**src/hdl/srfr_pkg.sv**
```systemverilog
// shared constants, codes and command/status types of the servo reply frame receiver
package srfr_pkg;

    localparam int MAX_FRAME_BYTES = 32;
    localparam int PARAM_DEPTH     = MAX_FRAME_BYTES - 6;
    localparam int IDX_W           = 5;
    localparam int LEN_W           = 6;
    localparam int ST_W            = 2;
    localparam int CFG_IDX_W       = 2;

    localparam logic [7:0] HDR_BYTE = 8'h55;
    localparam logic [7:0] MIN_LEN  = 8'd3;

    localparam logic [ST_W-1:0] ST_OK        = 2'd0;
    localparam logic [ST_W-1:0] ST_FRAME_ERR = 2'd1;
    localparam logic [ST_W-1:0] ST_CHK_ERR   = 2'd2;

    localparam logic [CFG_IDX_W-1:0] CFG_EXP_ID  = 2'd0;
    localparam logic [CFG_IDX_W-1:0] CFG_EXP_CMD = 2'd1;
    localparam logic [CFG_IDX_W-1:0] CFG_MAX_LEN = 2'd2;

    typedef enum logic [1:0] {
        EMIT_FRAME_ERR,
        EMIT_CHK_ERR,
        EMIT_EMPTY,
        EMIT_PARAM
    } emit_kind_t;

    typedef struct packed {
        logic       cap_id;
        logic       cap_len;
        logic       cap_cmd;
        logic       cap_param;
        logic       emit;
        emit_kind_t kind;
    } dp_cmd_t;

    typedef struct packed {
        logic hdr_byte;
        logic len_bad;
        logic n_zero;
        logic last_param;
        logic id_cmd_bad;
        logic chk_bad;
        logic replay_last;
        logic out_free;
    } dp_stat_t;

endpackage

```
**src/hdl/srfr_ctrl.sv**
```systemverilog
// frame sequencing state machine of the servo reply frame receiver
module srfr_ctrl (
    input  logic              clk,
    input  logic              rst_n,
    input  logic              rx_valid,
    output logic              rx_stall,
    input  srfr_pkg::dp_stat_t stat,
    output srfr_pkg::dp_cmd_t  cmd
);

    localparam logic [2:0] S_HUNT   = 3'd0;
    localparam logic [2:0] S_ID     = 3'd1;
    localparam logic [2:0] S_LEN    = 3'd2;
    localparam logic [2:0] S_CMD    = 3'd3;
    localparam logic [2:0] S_PARAM  = 3'd4;
    localparam logic [2:0] S_CHK    = 3'd5;
    localparam logic [2:0] S_REPLAY = 3'd6;

    logic [2:0] state_reg, state_next;
    logic       prev_hdr_reg, prev_hdr_next;
    logic       take;

    assign rx_stall = (state_reg == S_REPLAY) || !stat.out_free;
    assign take     = rx_valid && !rx_stall;

    always_comb
    begin
        state_next    = state_reg;
        prev_hdr_next = prev_hdr_reg;
        cmd           = '0;
        cmd.kind      = srfr_pkg::EMIT_FRAME_ERR;
        unique case (state_reg)
            S_HUNT:
            begin
                if (take)
                begin
                    if (prev_hdr_reg && stat.hdr_byte)
                    begin
                        prev_hdr_next = 1'b0;
                        state_next    = S_ID;
                    end
                    else
                    begin
                        prev_hdr_next = stat.hdr_byte;
                    end
                end
            end
            S_ID:
            begin
                if (take)
                begin
                    cmd.cap_id = 1'b1;
                    state_next = S_LEN;
                end
            end
            S_LEN:
            begin
                if (take)
                begin
                    cmd.cap_len = 1'b1;
                    if (stat.len_bad)
                    begin
                        cmd.emit   = 1'b1;
                        cmd.kind   = srfr_pkg::EMIT_FRAME_ERR;
                        state_next = S_HUNT;
                    end
                    else
                    begin
                        state_next = S_CMD;
                    end
                end
            end
            S_CMD:
            begin
                if (take)
                begin
                    cmd.cap_cmd = 1'b1;
                    state_next  = stat.n_zero ? S_CHK : S_PARAM;
                end
            end
            S_PARAM:
            begin
                if (take)
                begin
                    cmd.cap_param = 1'b1;
                    if (stat.last_param)
                    begin
                        state_next = S_CHK;
                    end
                end
            end
            S_CHK:
            begin
                if (take)
                begin
                    priority if (stat.id_cmd_bad)
                    begin
                        cmd.emit   = 1'b1;
                        cmd.kind   = srfr_pkg::EMIT_FRAME_ERR;
                        state_next = S_HUNT;
                    end
                    else if (stat.chk_bad)
                    begin
                        cmd.emit   = 1'b1;
                        cmd.kind   = srfr_pkg::EMIT_CHK_ERR;
                        state_next = S_HUNT;
                    end
                    else if (stat.n_zero)
                    begin
                        cmd.emit   = 1'b1;
                        cmd.kind   = srfr_pkg::EMIT_EMPTY;
                        state_next = S_HUNT;
                    end
                    else
                    begin
                        state_next = S_REPLAY;
                    end
                end
            end
            S_REPLAY:
            begin
                if (stat.out_free)
                begin
                    cmd.emit = 1'b1;
                    cmd.kind = srfr_pkg::EMIT_PARAM;
                    if (stat.replay_last)
                    begin
                        state_next = S_HUNT;
                    end
                end
            end
            default:
            begin
                state_next    = S_HUNT;
                prev_hdr_next = 1'b0;
            end
        endcase
    end

    always_ff @(posedge clk or negedge rst_n)
    begin
        if (!rst_n)
        begin
            state_reg    <= S_HUNT;
            prev_hdr_reg <= 1'b0;
        end
        else
        begin
            state_reg    <= state_next;
            prev_hdr_reg <= prev_hdr_next;
        end
    end

endmodule

```
**src/hdl/srfr_datapath.sv**
```systemverilog
// frame fields, checksum, parameter store and result register
module srfr_datapath (
    input  logic                               clk,
    input  logic                               rst_n,
    input  logic [7:0]                         rx_byte,
    input  logic                               cfg_valid,
    input  logic [srfr_pkg::CFG_IDX_W-1:0]     cfg_index,
    input  logic [7:0]                         cfg_data,
    input  srfr_pkg::dp_cmd_t                  cmd,
    output srfr_pkg::dp_stat_t                 stat,
    output logic                               res_valid,
    input  logic                               res_stall,
    output logic [srfr_pkg::ST_W-1:0]          status,
    output logic [7:0]                         param_byte,
    output logic [srfr_pkg::IDX_W-1:0]         param_index,
    output logic [srfr_pkg::IDX_W-1:0]         param_count,
    output logic [srfr_pkg::LEN_W-1:0]         frame_length,
    output logic                               last
);

    logic [7:0]                     exp_id_reg;
    logic [7:0]                     exp_cmd_reg;
    logic [srfr_pkg::LEN_W-1:0]     max_len_reg;

    logic [7:0]                     id_reg;
    logic [7:0]                     cmd_reg;
    logic [7:0]                     sum_reg;
    logic [srfr_pkg::IDX_W-1:0]     n_reg;
    logic [srfr_pkg::IDX_W-1:0]     cnt_reg;
    logic [srfr_pkg::IDX_W-1:0]     rp_reg;
    logic [7:0]                     store [srfr_pkg::PARAM_DEPTH];

    logic                           out_valid_reg;
    logic [srfr_pkg::ST_W-1:0]      out_st_reg;
    logic [7:0]                     out_pb_reg;
    logic [srfr_pkg::IDX_W-1:0]     out_pi_reg;
    logic [srfr_pkg::IDX_W-1:0]     out_pc_reg;
    logic [srfr_pkg::LEN_W-1:0]     out_fl_reg;
    logic                           out_last_reg;

    logic [srfr_pkg::LEN_W-1:0]     lim;
    logic [8:0]                     total_in;
    logic [srfr_pkg::LEN_W-1:0]     frame_total;

    // frame length limit is the smaller of the register and the maximum frame size
    assign lim = (max_len_reg > srfr_pkg::LEN_W'(srfr_pkg::MAX_FRAME_BYTES))
               ? srfr_pkg::LEN_W'(srfr_pkg::MAX_FRAME_BYTES) : max_len_reg;
    assign total_in    = {1'b0, rx_byte} + 9'(srfr_pkg::MIN_LEN);
    assign frame_total = {1'b0, n_reg} + srfr_pkg::LEN_W'(6);

    assign stat.hdr_byte    = (rx_byte == srfr_pkg::HDR_BYTE);
    assign stat.len_bad     = (rx_byte < srfr_pkg::MIN_LEN) || (total_in > {3'b0, lim});
    assign stat.n_zero      = (n_reg == '0);
    assign stat.last_param  = ({1'b0, cnt_reg} + 6'd1) >= {1'b0, n_reg};
    assign stat.id_cmd_bad  = (id_reg != exp_id_reg) || (cmd_reg != exp_cmd_reg);
    assign stat.chk_bad     = (rx_byte != ~sum_reg);
    assign stat.replay_last = ({1'b0, rp_reg} + 6'd1) == {1'b0, n_reg};
    assign stat.out_free    = !out_valid_reg || !res_stall;

    always_ff @(posedge clk or negedge rst_n)
    begin
        if (!rst_n)
        begin
            exp_id_reg  <= 8'd0;
            exp_cmd_reg <= 8'd0;
            max_len_reg <= srfr_pkg::LEN_W'(srfr_pkg::MAX_FRAME_BYTES);
        end
        else if (cfg_valid)
        begin
            unique case (cfg_index)
                srfr_pkg::CFG_EXP_ID:  exp_id_reg  <= cfg_data;
                srfr_pkg::CFG_EXP_CMD: exp_cmd_reg <= cfg_data;
                srfr_pkg::CFG_MAX_LEN: max_len_reg <= cfg_data[srfr_pkg::LEN_W-1:0];
                default:               ;
            endcase
        end
    end

    always_ff @(posedge clk or negedge rst_n)
    begin
        if (!rst_n)
        begin
            id_reg  <= 8'd0;
            cmd_reg <= 8'd0;
            sum_reg <= 8'd0;
            n_reg   <= '0;
            cnt_reg <= '0;
            rp_reg  <= '0;
        end
        else
        begin
            if (cmd.cap_id)
            begin
                id_reg  <= rx_byte;
                sum_reg <= rx_byte;
            end
            if (cmd.cap_len)
            begin
                sum_reg <= sum_reg + rx_byte;
                n_reg   <= rx_byte[srfr_pkg::IDX_W-1:0] - srfr_pkg::IDX_W'(srfr_pkg::MIN_LEN);
            end
            if (cmd.cap_cmd)
            begin
                cmd_reg <= rx_byte;
                sum_reg <= sum_reg + rx_byte;
                cnt_reg <= '0;
                rp_reg  <= '0;
            end
            if (cmd.cap_param)
            begin
                sum_reg <= sum_reg + rx_byte;
                cnt_reg <= cnt_reg + 1'b1;
            end
            if (cmd.emit && cmd.kind == srfr_pkg::EMIT_PARAM)
            begin
                rp_reg <= rp_reg + 1'b1;
            end
        end
    end

    always_ff @(posedge clk)
    begin
        if (cmd.cap_param)
        begin
            store[cnt_reg] <= rx_byte;
        end
    end

    always_ff @(posedge clk or negedge rst_n)
    begin
        if (!rst_n)
        begin
            out_valid_reg <= 1'b0;
        end
        else if (cmd.emit)
        begin
            out_valid_reg <= 1'b1;
        end
        else if (!res_stall)
        begin
            out_valid_reg <= 1'b0;
        end
    end

    always_ff @(posedge clk)
    begin
        if (cmd.emit)
        begin
            unique case (cmd.kind)
                srfr_pkg::EMIT_FRAME_ERR,
                srfr_pkg::EMIT_CHK_ERR:
                begin
                    out_st_reg   <= (cmd.kind == srfr_pkg::EMIT_CHK_ERR)
                                  ? srfr_pkg::ST_CHK_ERR : srfr_pkg::ST_FRAME_ERR;
                    out_pb_reg   <= 8'd0;
                    out_pi_reg   <= '0;
                    out_pc_reg   <= '0;
                    out_fl_reg   <= '0;
                    out_last_reg <= 1'b1;
                end
                srfr_pkg::EMIT_EMPTY:
                begin
                    out_st_reg   <= srfr_pkg::ST_OK;
                    out_pb_reg   <= 8'd0;
                    out_pi_reg   <= '0;
                    out_pc_reg   <= '0;
                    out_fl_reg   <= frame_total;
                    out_last_reg <= 1'b1;
                end
                srfr_pkg::EMIT_PARAM:
                begin
                    out_st_reg   <= srfr_pkg::ST_OK;
                    out_pb_reg   <= store[rp_reg];
                    out_pi_reg   <= rp_reg;
                    out_pc_reg   <= n_reg;
                    out_fl_reg   <= frame_total;
                    out_last_reg <= stat.replay_last;
                end
                default:
                begin
                    out_st_reg <= srfr_pkg::ST_FRAME_ERR;
                end
            endcase
        end
    end

    assign res_valid    = out_valid_reg;
    assign status       = out_st_reg;
    assign param_byte   = out_pb_reg;
    assign param_index  = out_pi_reg;
    assign param_count  = out_pc_reg;
    assign frame_length = out_fl_reg;
    assign last         = out_last_reg;

endmodule

```
**src/hdl/servo_reply_frame_receiver_core.sv**
```systemverilog
// top level: servo reply frame receiver, state machine plus datapath
// an error beat leaves in the cycle after the length or checksum byte that shows the error is taken
// throughput: one received byte per cycle when not stalled; after the checksum byte the n parameter
//   beats follow at one a cycle while the result register is not held
// while parameters replay no byte is taken; a result held by the receiver blocks every byte
// reset: rst_n clears state, config to defaults; the parameter store is not cleared
module servo_reply_frame_receiver_core (
    input  logic                           clk,
    input  logic                           rst_n,
    input  logic                           rx_valid,
    output logic                           rx_stall,
    input  logic [7:0]                     rx_byte,
    output logic                           res_valid,
    input  logic                           res_stall,
    output logic [srfr_pkg::ST_W-1:0]      status,
    output logic [7:0]                     param_byte,
    output logic [srfr_pkg::IDX_W-1:0]     param_index,
    output logic [srfr_pkg::IDX_W-1:0]     param_count,
    output logic [srfr_pkg::LEN_W-1:0]     frame_length,
    output logic                           last,
    input  logic                           cfg_valid,
    output logic                           cfg_ready,
    input  logic [srfr_pkg::CFG_IDX_W-1:0] cfg_index,
    input  logic [7:0]                     cfg_data
);

    srfr_pkg::dp_cmd_t  cmd;
    srfr_pkg::dp_stat_t stat;

    // each register write is taken as soon as cfg_valid is high, so the port never pushes back
    assign cfg_ready = 1'b1;

    // sequencing: header hunt, field capture, checks and parameter replay
    srfr_ctrl u_ctrl (
        .clk      (clk),
        .rst_n    (rst_n),
        .rx_valid (rx_valid),
        .rx_stall (rx_stall),
        .stat     (stat),
        .cmd      (cmd)
    );

    // frame fields, running sum, parameter store and the result register
    srfr_datapath u_dp (
        .clk          (clk),
        .rst_n        (rst_n),
        .rx_byte      (rx_byte),
        .cfg_valid    (cfg_valid),
        .cfg_index    (cfg_index),
        .cfg_data     (cfg_data),
        .cmd          (cmd),
        .stat         (stat),
        .res_valid    (res_valid),
        .res_stall    (res_stall),
        .status       (status),
        .param_byte   (param_byte),
        .param_index  (param_index),
        .param_count  (param_count),
        .frame_length (frame_length),
        .last         (last)
    );

`ifndef SYNTHESIS
    // an error beat carries nothing but its status and ends the frame
    assert property (@(posedge clk) disable iff (!rst_n)
        res_valid && status != srfr_pkg::ST_OK |-> last && frame_length == '0)
        else $error("error beat with payload or without last marker");

    // the last parameter beat sits at the final parameter index
    assert property (@(posedge clk) disable iff (!rst_n)
        res_valid && last && param_count != '0 |-> param_index + 1'b1 == param_count)
        else $error("last marker on wrong parameter index");

    // a taken beat inside a replay is followed straight away by the next one
    assert property (@(posedge clk) disable iff (!rst_n)
        res_valid && !res_stall && !last |=> res_valid)
        else $error("gap inside parameter replay");
`endif

endmodule
```
**config.mk**
```make
export PLATFORM = sky130hd
export DESIGN_NAME = servo_reply_frame_receiver_core
export DESIGN_NICKNAME = d
export VERILOG_FILES = /design/src/hdl/srfr_pkg.sv /design/src/hdl/srfr_ctrl.sv /design/src/hdl/srfr_datapath.sv /design/src/hdl/servo_reply_frame_receiver_core.sv
export SDC_FILE = /design/constraint.sdc
export NUM_CORES = 1
export LEC_CHECK = 0
export BUFFER_PORTS_ARGS = -buffer_cell sky130_fd_sc_hd__buf_2
export CAP_MARGIN = 10
export CORE_MARGIN = 2
export CORE_UTILIZATION = 25
export DETAILED_ROUTE_END_ITERATION = 8
export PLACE_DENSITY_LB_ADDON = 0.25
export RECOVER_POWER = 50
export SETUP_SLACK_MARGIN = 0.1
export SLEW_MARGIN = 40
export SYNTH_ARGS = -nofsm -noshare
export SYNTH_HDL_FRONTEND = slang
export SYNTH_SLANG_ARGS = --single-unit
```
**constraint.sdc**
```tcl
create_clock -name clk -period 3.2 [get_ports clk]
set_input_delay 0.96 -clock clk [delete_from_list [all_inputs] [get_ports clk]]
set_output_delay 0.96 -clock clk [all_outputs]
set_load 0.01 [all_outputs]
```
==> summary.md, run 1 <==
| Metric | Value |
|---|---|
| Biggest register | `u_dp.store` |
| XOR/XNOR Fraction of Synth Area | `0.02338` |
| Core box area | `51,610 um2` |
| Critical Path End | `u_dp.status[0]` |
| Fraction of registers with async set/reset | `0.2193` |
| Number of flip-flops in the largest register | `around 210` |
| Initial core utilization | `0.2541` |
| Slowest CP cell | `nor3_1` |
| Worst path depth | `9` |
| Crit path launch | `rx_byte[3]` |
| Pint | `8542 uW` |
| Final hold vios | `0` |
| HPWL after DPL | `21.59 mm` |
| Status | `finished, violations left` |
| R2R Path Start | `u_dp.sum_reg[1]` |
| P_leak | `0.005525 uW` |
| RePlAce Congestion | `0.7676` |
| Worst path arrival time | `between 3 and 4 ns` |
| PnR worst setup slack | `0.1621 ns` |
| CTS Buf Count | `30` |
| Unrepaired setup endpoints after global routing | `false` |
| Vias in the first global route | `between 7,000 and 8,000` |
| Worst clock skew | `0.01899 ns` |
| Distinct cells, synth | `63` |
| Worst Path Max Fanout | `13` |
| Critical Path End Type | `register` |
| Die footprint | `54,300 um2` |
| Synth top area share | `0.5382` |
| Die width | `233.0 um` |
| Multiplexer share of the synthesized area | `0.1365` |
| Adder-cell share of the synthesized area | `0.02729` |
| Reg2reg end | `u_dp.status[0]` |
| Largest net degree at the start of global routing | `between 50 and 60` |
| Sequential cell area fraction in the yosys report | `0.6642` |
| Sequential Power Share | `0.412` |
| F_max | `0.3292 GHz` |
| Final instance area | `~16,000 um2` |
| Avg WL per Cell | `18.97 um` |
| Initial antenna violation count | `1` |
| Worst path max stage delay | `0.50 ns` |
| CTS tree | `built` |
| Final period util | `0.9493` |
| Final period demand of the worst path | `3.038 ns` |
| Clock transition at path regs | `0.06 ns` |
| Critical Path RT | `~3.5 ns` |
| Total GRT Usage | `0.1191` |
| Number of synthesized register bits | `301` |
| Share of cells above drive strength 1 | `0.2625` |
| Type of the most critical hold path | `reg2reg` |
| Synth Area in Compound Gates | `0.04704` |
| Reg2Reg Depth | `7` |
| Top_reg_cell synth | `edfxtp_1` |
| Iteration count of the initial detailed-routing pass | `4` |
| Area growth syn-to-layout | `19.93%` |
| Syn_area_per_cell | `15.57 um2` |
| Final nets | `1,025` |
| I/O Buffers | `51` |
| Clock power share | `0.293` |
| Switching share of power | `0.3188` |
| Cts repair resizes | `1` |
| Most used cell, CP | `clkbuf_1` |
| Synth Net Count | `approximately 900` |
| P_sw | `3997 uW` |
| Synth Area in Simple Gates | `0.08015` |
| Worst vdd ir | `0.0004473 V` |
| Crit path cell chain | `clkbuf_1 > clkbuf_1 > ha_1 > nand3_1 > nor3_1 > or3b_1 > a41oi_1 > buf_4 > o21ai_4` |
| Setup WS pre-CTS | `-0.5296 ns` |
| Setup Viol. Count Final | `0` |
| DRC Markers | `0` |
| Combinational Power Share | `0.295` |
| I/O pins | `53` |
| Cells after synthesis | `842` |
| Worst skew pair latency | `0.59 ns` |
| Pwr Density | `797.3 nW/um2` |
| Cell family with most CP delay | `simple AND/OR/NAND/NOR gates` |
| Synth warn | `0` |
| First-pass GRT wire length | `48.73 mm` |
| Post-synth EDFFs | `235` |
| Top cells by area, synth | `edfxtp_1 (54%), dfrtp_1 (12%), mux4_2 (9.6%)` |
| Grt ovf | `0` |
| Startpoint types | `primary input` |
| Clock Tree Root | `clkbuf_16` |
| Clk sinks | `301` |
| Crit Path Class | `in2reg` |
| Cell row count | `between 80 and 90` |
| CTS max path bufs | `3` |
| Slew Limit Fails | `62` |
| DR vias | `7,492` |
| Routed vias/inst | `4.462` |
| Failing checks | `max-capacitance violations, max-slew violations` |
| Largest family of logic cells by synthesized area | `multiplexers` |
| Drt first-iter violations | `between 500 and 600` |
| Setup Buffers After CTS | `0` |
| Htree depth | `1` |
| Total Routed Length | `31.85 mm` |
| Dpl cell area | `14,760 um2` |
| Number of nets still failing antenna checks after routing | `0` |
| Hold Buf Count CTS | `0` |
| Max_slew headroom | `-0.2081` |
| Syn Std Cell Area | `13,110 um2` |
| Crit path buffers/inverters | `3` |
| Max Cap Violations | `2` |
| Worst-margin pin slew | `between 1.5 and 2 ns` |
| R2r setup slk | `0.53 ns` |
| Die height | `233.0 um` |
| Cell taking the most area after synthesis | `edfxtp_1` |
==> layer usage <==
metal  vias up  GRT usage  share of wire
met5         -          0              0
met4         0    0.03324          0.020
met3        32    0.01213          0.030
met2       119     0.1905           0.47
met1      3845     0.1715           0.48
li1       3496          -              -
==> cell type report <==
cell class,count,area [um2]
tap,680,850.8
multi-input combinational,482,4151
inverter,22,82.58
sequential,301,8715
fill,5110,35890
clock buffer,34,799.5
timing repair buffer,137,880.8
clock inverter,22,244.0
antenna,1,2.502
==> per-stage QoR <==
step	TNS (ns)	power, uW	util	std cells	hold WS [ns]
after detailed placement	-14.35	8996	0.2859	1621	0.4663
after global routing	0	13240	0.3046	1678	0.5030
after global placement	-12.88	8977	0.2859	1621	0.4654
after floorplan	-0.8603	7702	-	842	0.4428
after CTS	0	12720	0.3064	1678	0.4338
final	0	12540	0.3047	1679	0.4809
==> placed cells by master, fill, tap and decap left out, types with 6 or more instances in the layout <==
master / n
mux4_2: 56
a21oi_1: 23
nand2_1: 66
inv_1: 22
buf_4: 62
nand3b_1: 6
nor3_1: 8
clkbuf_16: 30
mux2_2: 30
nor2b_1: 18
mux2i_1: 19
clkbuf_1: 28
o21ai_0: 27
dfrtp_1: 63
nor4_1: 8
a211oi_1: 10
ha_1: 26
xor2_1: 22
edfxtp_1: 235
buf_2: 42
xnor2_1: 13
nand4_1: 6
nand3_1: 16
clkinv_2: 8
nor2_1: 59
==> synth_stat cells, types with 6 or more instances <==
cell type  count
nand3_1       16
edfxtp_1     235
a211oi_1      10
clkbuf_1      20
nand3b_1       6
xor2_1        22
buf_2          9
xnor2_1       13
nand4_1        6
nor2_1        60
ha_1          27
inv_1         22
nor2b_1       18
a21oi_1       24
mux2i_1       19
nor3_1         7
mux4_2        56
o21ai_0       27
dfrtp_1       65
nand2_1       66
mux2_2        30
nor4_1         8
==> cells by family after synthesis <==
group | count (synthesis)
buf+inv | 60
fa+ha+maj | 28
compound gates | 97
mux | 105
simple gates | 215
other cells | 1
xor+xnor | 35
flops | 301
==> power by group through the flow <==
stage                     Combinational (uW)  Clock [uW]  Sequential (uW)
after floorplan                         2650           0             5050
after global placement                  3730           0             5240
after detailed placement                3740           0             5250
after CTS                               3790        3770             5170
after global routing                    4100        3910             5230
final                                   3700        3670             5160
==> worst min path at each step <==
stage	cells past startpoint	to	from	slack, ns
4_1_cts	1	u_dp.cnt_reg[0]	rst_n	0.43
3_5_place_dp	2	u_dp.sum_reg[0]	u_dp.sum_reg[0]	0.47
6_report	2	u_dp.sum_reg[0]	u_dp.sum_reg[0]	0.48
2_1_floorplan	2	u_dp.sum_reg[0]	u_dp.sum_reg[0]	0.44
3_3_place_gp	2	u_dp.sum_reg[0]	u_dp.sum_reg[0]	0.47
5_1_grt	2	u_dp.sum_reg[0]	u_dp.sum_reg[0]	0.50
==> worst register-to-register path: stages (launching register included) <==
cell	delay, ns
dfrtp_1	0.40
ha_1	0.31
nand4_1	0.10
nor3_1	0.55
or3b_1	0.44
a41oi_1	0.22
buf_4	0.19
o21ai_4	0.16
Power figures use the tool's default switching activity.
==> run 2: changes to the inputs <==
CORE_MARGIN = 3   (was 2)
CTS_CLUSTER_DIAMETER = 120   (was unset)
clock period = 2.65 ns   (was 3.2 ns; I/O delays follow)
==> run 2 against run 1 <==
Net effect:
- the flow still finishes with violations (max-capacitance violations, max-slew violations)
- routed wire length increased by 4.4%
- register-to-register slack got worse by 0.38 ns
- first-iteration DRC count increased by 0.97%
- worst setup slack got worse by 0.075 ns
- count of clock-buffer cells in the layout increased by 3
- non-clock buffer count increased by 37
- critical path depth increased by 2
- critical path type unchanged
- largest power group unchanged
==> summary.md, run 2 (same netlist as run 1, synthesis figures left out) <==
| Metric | Value |
|---|---|
| Number of flip-flops in the largest register | `208 (unchanged)` |
| DR vias | `7,612 (+1.6%)` |
| Die width | `235.0 um (+0.86%)` |
| Worst path arrival time | `2.90 ns (-0.43 ns)` |
| Die height | `235.0 um (+0.86%)` |
| Critical Path End Type | `register` |
| Core box area | `51,610 um2 (unchanged)` |
| Grt ovf | `0 (unchanged)` |
| Type of the most critical hold path | `in2reg` |
| Avg WL per Cell | `19.36 um (+2.1%)` |
| Die footprint | `55,230 um2 (+1.7%)` |
| Critical Path RT | `2.99 ns (-0.50 ns)` |
| Setup TNS | `0 ns (unchanged)` |
| Initial core utilization | `0.2541 (unchanged)` |
| Share of cells above drive strength 1 | `0.3038 (+0.04124)` |
| Failing checks | `max-capacitance violations, max-slew violations` |
| Worst-margin pin slew | `1.533 ns (-0.2792 ns)` |
| Overall Power | `15,990 uW (+28%)` |
| Clock transition at path regs | `0.06 ns (about the same)` |
| Clk sinks | `301 (unchanged)` |
| Clock Tree Root | `clkbuf_16` |
| Worst skew pair latency | `0.58 ns (about the same)` |
| Total Routed Length | `33.24 mm (+4.4%)` |
| Vias in the first global route | `7,950 (+4.9%)` |
| CTS tree | `built` |
| Total GRT Usage | `0.1178 (-0.001284)` |
| Routed vias/inst | `4.433 (-0.65%)` |
| Largest net degree at the start of global routing | `46 (-12%)` |
| I/O Buffers | `51 (unchanged)` |
| Setup Viol. Count Final | `0 (unchanged)` |
| Cell row count | `83 (unchanged)` |
| Slew Limit Fails | `22 (-65%)` |
| Final period util | `0.9671` |
| CTS Buf Count | `31 (+3.3%)` |
| HPWL after DPL | `22.85 mm (+5.8%)` |
| Biggest register | `u_dp.store` |
| Area growth syn-to-layout | `24.05%` |
| Crit Path Class | `in2reg` |
| Iteration count of the initial detailed-routing pass | `5 (+1)` |
| Fill count | `5,100 (-0.20%)` |
| Final period demand of the worst path | `2.563 ns` |
| Initial antenna violation count | `0 (-1)` |
| Final hold vios | `0 (unchanged)` |
| Max Cap Violations | `1 (-1)` |
| First-pass GRT wire length | `50.83 mm (+4.3%)` |
| Antenna cells | `0 (-1)` |
| P_leak | `0.005788 uW (+4.8%)` |
| Final nets | `1,063 (+3.7%)` |
| RePlAce Congestion | `0.7893 (+2.8%)` |
| I/O pins | `53 (unchanged)` |
| Max_slew headroom | `-0.02198 (+0.1861)` |
| Most frequent cells in the layout | `edfxtp_1 (235), buf_4 (93), nand2_1 (66)` |
| DRC Markers | `0 (unchanged)` |
| Unrepaired setup endpoints after global routing | `true` |
| Fin Hold WS | `0.4610 ns (-0.01983 ns)` |
| F_max | `0.3902 GHz` |
| Drt first-iter violations | `518 (+0.97%)` |
| Worst clock skew | `0.009214 ns (-0.009779 ns)` |
| CTS max path bufs | `3 (unchanged)` |
| Htree depth | `1 (unchanged)` |
| Status | `finished, violations left` |
| Most common cell after layout, fill and taps aside | `edfxtp_1` |
| Pwr Density | `982.9 nW/um2 (+23%)` |
| Startpoint types | `primary input` |
| Worst vdd ir | `0.0006297 V (+41%)` |
| Number of nets still failing antenna checks after routing | `0 (unchanged)` |
| Worst Path Max Fanout | `11 (-2)` |
run 2: what timing repair did:
action                     4_1_cts  5_1_grt
pin swaps                        2        8
cloned                           1        1
hold buffers                     0        0
setup buffers                    3       12
resized for setup                8       21
setup endpoints to repair       29       36
hold endpoints to repair         0        0
run 2: path summary, 6_finish.rpt:
| kind | from | end | slack, ns | cells after the start |
|---|---|---|---|---|
| worst max register to register | u_dp.rp_reg[0] | u_dp.param_byte[3] | 0.15 | 5 |
| worst min-delay path | cfg_data[7] | u_dp.exp_cmd_reg[7] | 0.46 | 2 |
| min in group asynchronous | rst_n | u_ctrl.state_reg[2] | 0.58 | 1 |
| worst min register to register | u_dp.sum_reg[0] | u_dp.sum_reg[0] | 0.49 | 2 |
| worst max-delay path | rx_byte[4] | u_dp.param_byte[3] | 0.09 | 11 |
| max in group asynchronous | rst_n | u_dp.rp_reg[0] | 0.97 | 1 |
run 2: through the flow:
stage	instance area [um2]	util	std cells	setup slack (ns)
final	16270	0.3151	1717	0.08729
after global routing	16270	0.3151	1717	0.01682
after CTS	16150	0.3130	1704	0.1140
after detailed placement	14950	0.2897	1642	-0.8690
after global placement	14950	0.2897	1642	-0.8679
after floorplan	13130	-	842	-0.4169
run 2: area by class of cell:
type | count | area (um2) | share of cell area
Sequential cell | 301 | 8717 | 0.5359
Clock buffer | 37 | 882.1 | 0.05423
Timing Repair Buffer | 174 | 1254 | 0.07708
Tap cell | 680 | 850.8 | 0.05231
Inverter | 22 | 82.58 | 0.005077
Clock inverter | 21 | 241.5 | 0.01485
Multi-Input combinational cell | 482 | 4238 | 0.2605
run 2: worst max-delay path, stage by stage:
cell       delay [ns]
clkbuf_1         0.29
buf_4            0.27
ha_4             0.17
nand3_1          0.09
nor3_2           0.11
buf_4            0.15
or3b_4           0.39
a41oi_2          0.19
buf_6            0.16
o21ai_4          0.09
clkbuf_16        0.18
run 2: report_power, final:
group	switching (uW)	internal [uW]
Clock	1850	2860
Sequential	492	5710
Combinational	2640	2440
Total	4980	11000
run 2: routing by layer:
| layer | share of wire | GRT usage |
|---|---|---|
| met3 | 0.034 | 0.01432 |
| met2 | 0.49 | 0.1975 |
| met1 | 0.46 | 0.1643 |
| met5 | 0 | 0 |
| met4 | 0.013 | 0.02578 |
==> run 3: changes to the inputs <==
REMOVE_ABC_BUFFERS = 1   (was unset)
==> run 3 against run 2 <==
Net effect:
- the run still ends with max-capacitance violations, max-slew violations left
- total power rose by 0.79%
- critical path depth unchanged
- routed wire length about the same
- first-iteration DRC count is 15% lower
- cell area barely moved
- sequential share of layout area about the same
- via count is 1.4% higher
- non-clock buffer count decreased by 13
- largest power group unchanged
==> summary.md, run 3 (same netlist as run 1, synthesis figures left out) <==
| Metric | Value |
|---|---|
| Die footprint | `55,230 um2 (unchanged)` |
| Area growth syn-to-layout | `23.95% (about the same)` |
| Worst-margin pin slew | `1.748 ns (+0.2147 ns)` |
| Reg2Reg Depth | `9 (+4)` |
| Initial antenna violation count | `1 (+1)` |
| Clock transition at path regs | `0.06 ns (about the same)` |
| Worst path arrival time | `2.81 ns (-0.09 ns)` |
| Total GRT Usage | `0.1194 (+0.001573)` |
| CTS max path bufs | `3 (unchanged)` |
| Clock Tree Root | `clkbuf_16` |
| I/O Buffers | `51 (unchanged)` |
| Grt ovf | `0 (unchanged)` |
| Most frequent cells in the layout | `edfxtp_1 (235), buf_4 (87), nand2_1 (66)` |
| Max_slew headroom | `-0.1651 (-0.1431)` |
| Unrepaired setup endpoints after global routing | `true` |
| Vias in the first global route | `8,149 (+2.5%)` |
| Fill count | `5,064 (-0.71%)` |
| Most used cell, CP | `buf_4` |
| Setup Viol. Count Final | `0 (unchanged)` |
| Crit path cell chain | `buf_4 > buf_4 > ha_4 > nand3_1 > nor3_1 > buf_4 > or3b_4 > a41oi_4 > o21ai_2 > buf_6 > buf_12` |
| Worst Path Max Fanout | `8 (-3)` |
| Die width | `235.0 um (unchanged)` |
| Biggest register | `u_dp.store` |
| CTS tree | `built` |
| Largest net degree at the start of global routing | `67 (+46%)` |
| Number of flip-flops in the largest register | `208 (unchanged)` |
| Crit Path Class | `in2reg` |
| Final Util | `0.3149 (about the same)` |
| Share of cells above drive strength 1 | `0.3075 (+0.003708)` |
| Total Routed Length | `33.25 mm (about the same)` |
| Clk sinks | `301 (unchanged)` |
| Drt first-iter violations | `439 (-15%)` |
| Most common cell after layout, fill and taps aside | `edfxtp_1` |
| RePlAce Congestion | `0.7782 (-1.4%)` |
| Dpl cell area | `14,850 um2 (-0.69%)` |
| Final period demand of the worst path | `2.509 ns (-0.05406 ns)` |
| Startpoint types | `primary input` |
| Initial core utilization | `0.2541 (unchanged)` |
| DRC Markers | `0 (unchanged)` |
| HPWL after DPL | `22.24 mm (-2.7%)` |
| Iteration count of the initial detailed-routing pass | `6 (+1)` |
| First-pass GRT wire length | `50.80 mm (about the same)` |
| Final hold vios | `0 (unchanged)` |
| Avg WL per Cell | `19.42 um (+0.33%)` |
| Worst Hold Path Cells | `2 (unchanged)` |
| Dpl cells | `1,632 (-0.61%)` |
| Final period util | `0.9467 (-0.02040)` |
| Die height | `235.0 um (unchanged)` |
| CTS Buf Count | `36 (+16%)` |
| Seq. cell area | `8718 um2 (about the same)` |
| Max Cap Violations | `1 (unchanged)` |
| Htree depth | `2 (+1)` |
| Worst skew pair latency | `0.54 ns (-0.04 ns)` |
| Worst path max stage delay | `0.40 ns (about the same)` |
| Critical Path RT | `2.95 ns (-0.04 ns)` |
| Slew Limit Fails | `67 (+200%)` |
| Failing checks | `max-capacitance violations, max-slew violations` |
| Core box area | `51,610 um2 (unchanged)` |
| Final nets | `1,054 (-0.85%)` |
| F_max | `0.3986 GHz (+2.2%)` |
| Pwr Density | `991.5 nW/um2 (+0.87%)` |
| DR vias | `7,720 (+1.4%)` |
| Critical Path End Type | `register` |
| Final instance area | `16,250 um2 (about the same)` |
| Number of nets still failing antenna checks after routing | `0 (unchanged)` |
| Routed vias/inst | `4.509 (+1.7%)` |
| Worst vdd ir | `0.0003559 V (-43%)` |
| P_leak | `0.005779 uW (-0.15%)` |
| Area of the multi-input gates | `4227 um2 (-0.27%)` |
| I/O pins | `53 (unchanged)` |
| Type of the most critical hold path | `reg2reg` |
| Worst clock skew | `0.02182 ns (+0.01260 ns)` |
| Cell row count | `83 (unchanged)` |
| Slowest CP cell | `or3b_4` |
| Non-Filler Instances | `1,712 (-0.29%)` |
| Status | `finished, violations left` |
## run 3: per-layer routing
metal / share of wire / routed length (um) / vias up / GRT usage
met5: 0 / 0 / - / 0
met3: 0.040 / 1329 / 49 / 0.02019
li1: - / - / 3558 / -
met1: 0.46 / 15220 / 3950 / 0.1636
met2: 0.48 / 16110 / 163 / 0.1985
met4: 0.018 / 584 / 0 / 0.02745
## run 3: timing repair
item,in CTS,in global routing
gates resized for setup,22,13
pin swaps,12,8
cloned,2,0
hold buffers,0,0
endpoints found under the setup margin,28,32
buffers inserted,14,0
## run 3: worst max-delay path: cells and delay by family
family | cells | cell delay [ns]
buffers and inverters | 5 | 0.75
and+or+nand+nor | 3 | 0.65
AOI/OAI and AO/OA | 2 | 0.33
adders and majority gates | 1 | 0.26
## run 3: path summary, 6_finish.rpt
path                                 startpoint                  to  slack, ns
worst max register to register   u_dp.id_reg[5]  u_dp.param_byte[0]       0.15
worst max-delay path                 rx_byte[3]  u_dp.param_byte[0]       0.14
max in group asynchronous                 rst_n      u_dp.rp_reg[0]       0.57
min in group asynchronous                 rst_n     u_dp.cnt_reg[2]       0.83
worst min-delay path            u_dp.sum_reg[0]     u_dp.sum_reg[0]       0.48
worst min register to register  u_dp.sum_reg[0]     u_dp.sum_reg[0]       0.48
## run 3: through the flow
| step | total power, uW | TNS [ns] | hold WS, ns | worst slack, ns |
|---|---|---|---|---|
| 3_5_place_dp | 11010 | -21.69 | 0.4706 | -0.7454 |
| 4_1_cts | 16420 | 0 | 0.2816 | 0.08099 |
| 5_1_grt | 17040 | 0 | 0.5106 | 0.03711 |
| 2_1_floorplan | 9188 | -48.27 | 0.4428 | -1.218 |
| 6_report | 16110 | 0 | 0.4848 | 0.1413 |
| 3_3_place_gp | 10970 | -20.48 | 0.4616 | -0.7090 |
## run 3: cell type report
type	count	share of cell area
Antenna cell	1	0.0001540
Clock buffer	40	0.05758
Clock inverter	26	0.01747
Inverter	22	0.005389
Multi-Input combinational cell	481	0.2600
Sequential cell	301	0.5364
Tap cell	680	0.05235
Timing Repair Buffer	161	0.07059
## run 3: where the power goes
| group | leakage [uW] | internal (uW) | switching (uW) |
|---|---|---|---|
| clock | 0.000595 | 3060 | 2010 |
| combinational | 0.00226 | 2320 | 2490 |
| sequential | 0.00293 | 5710 | 520 |
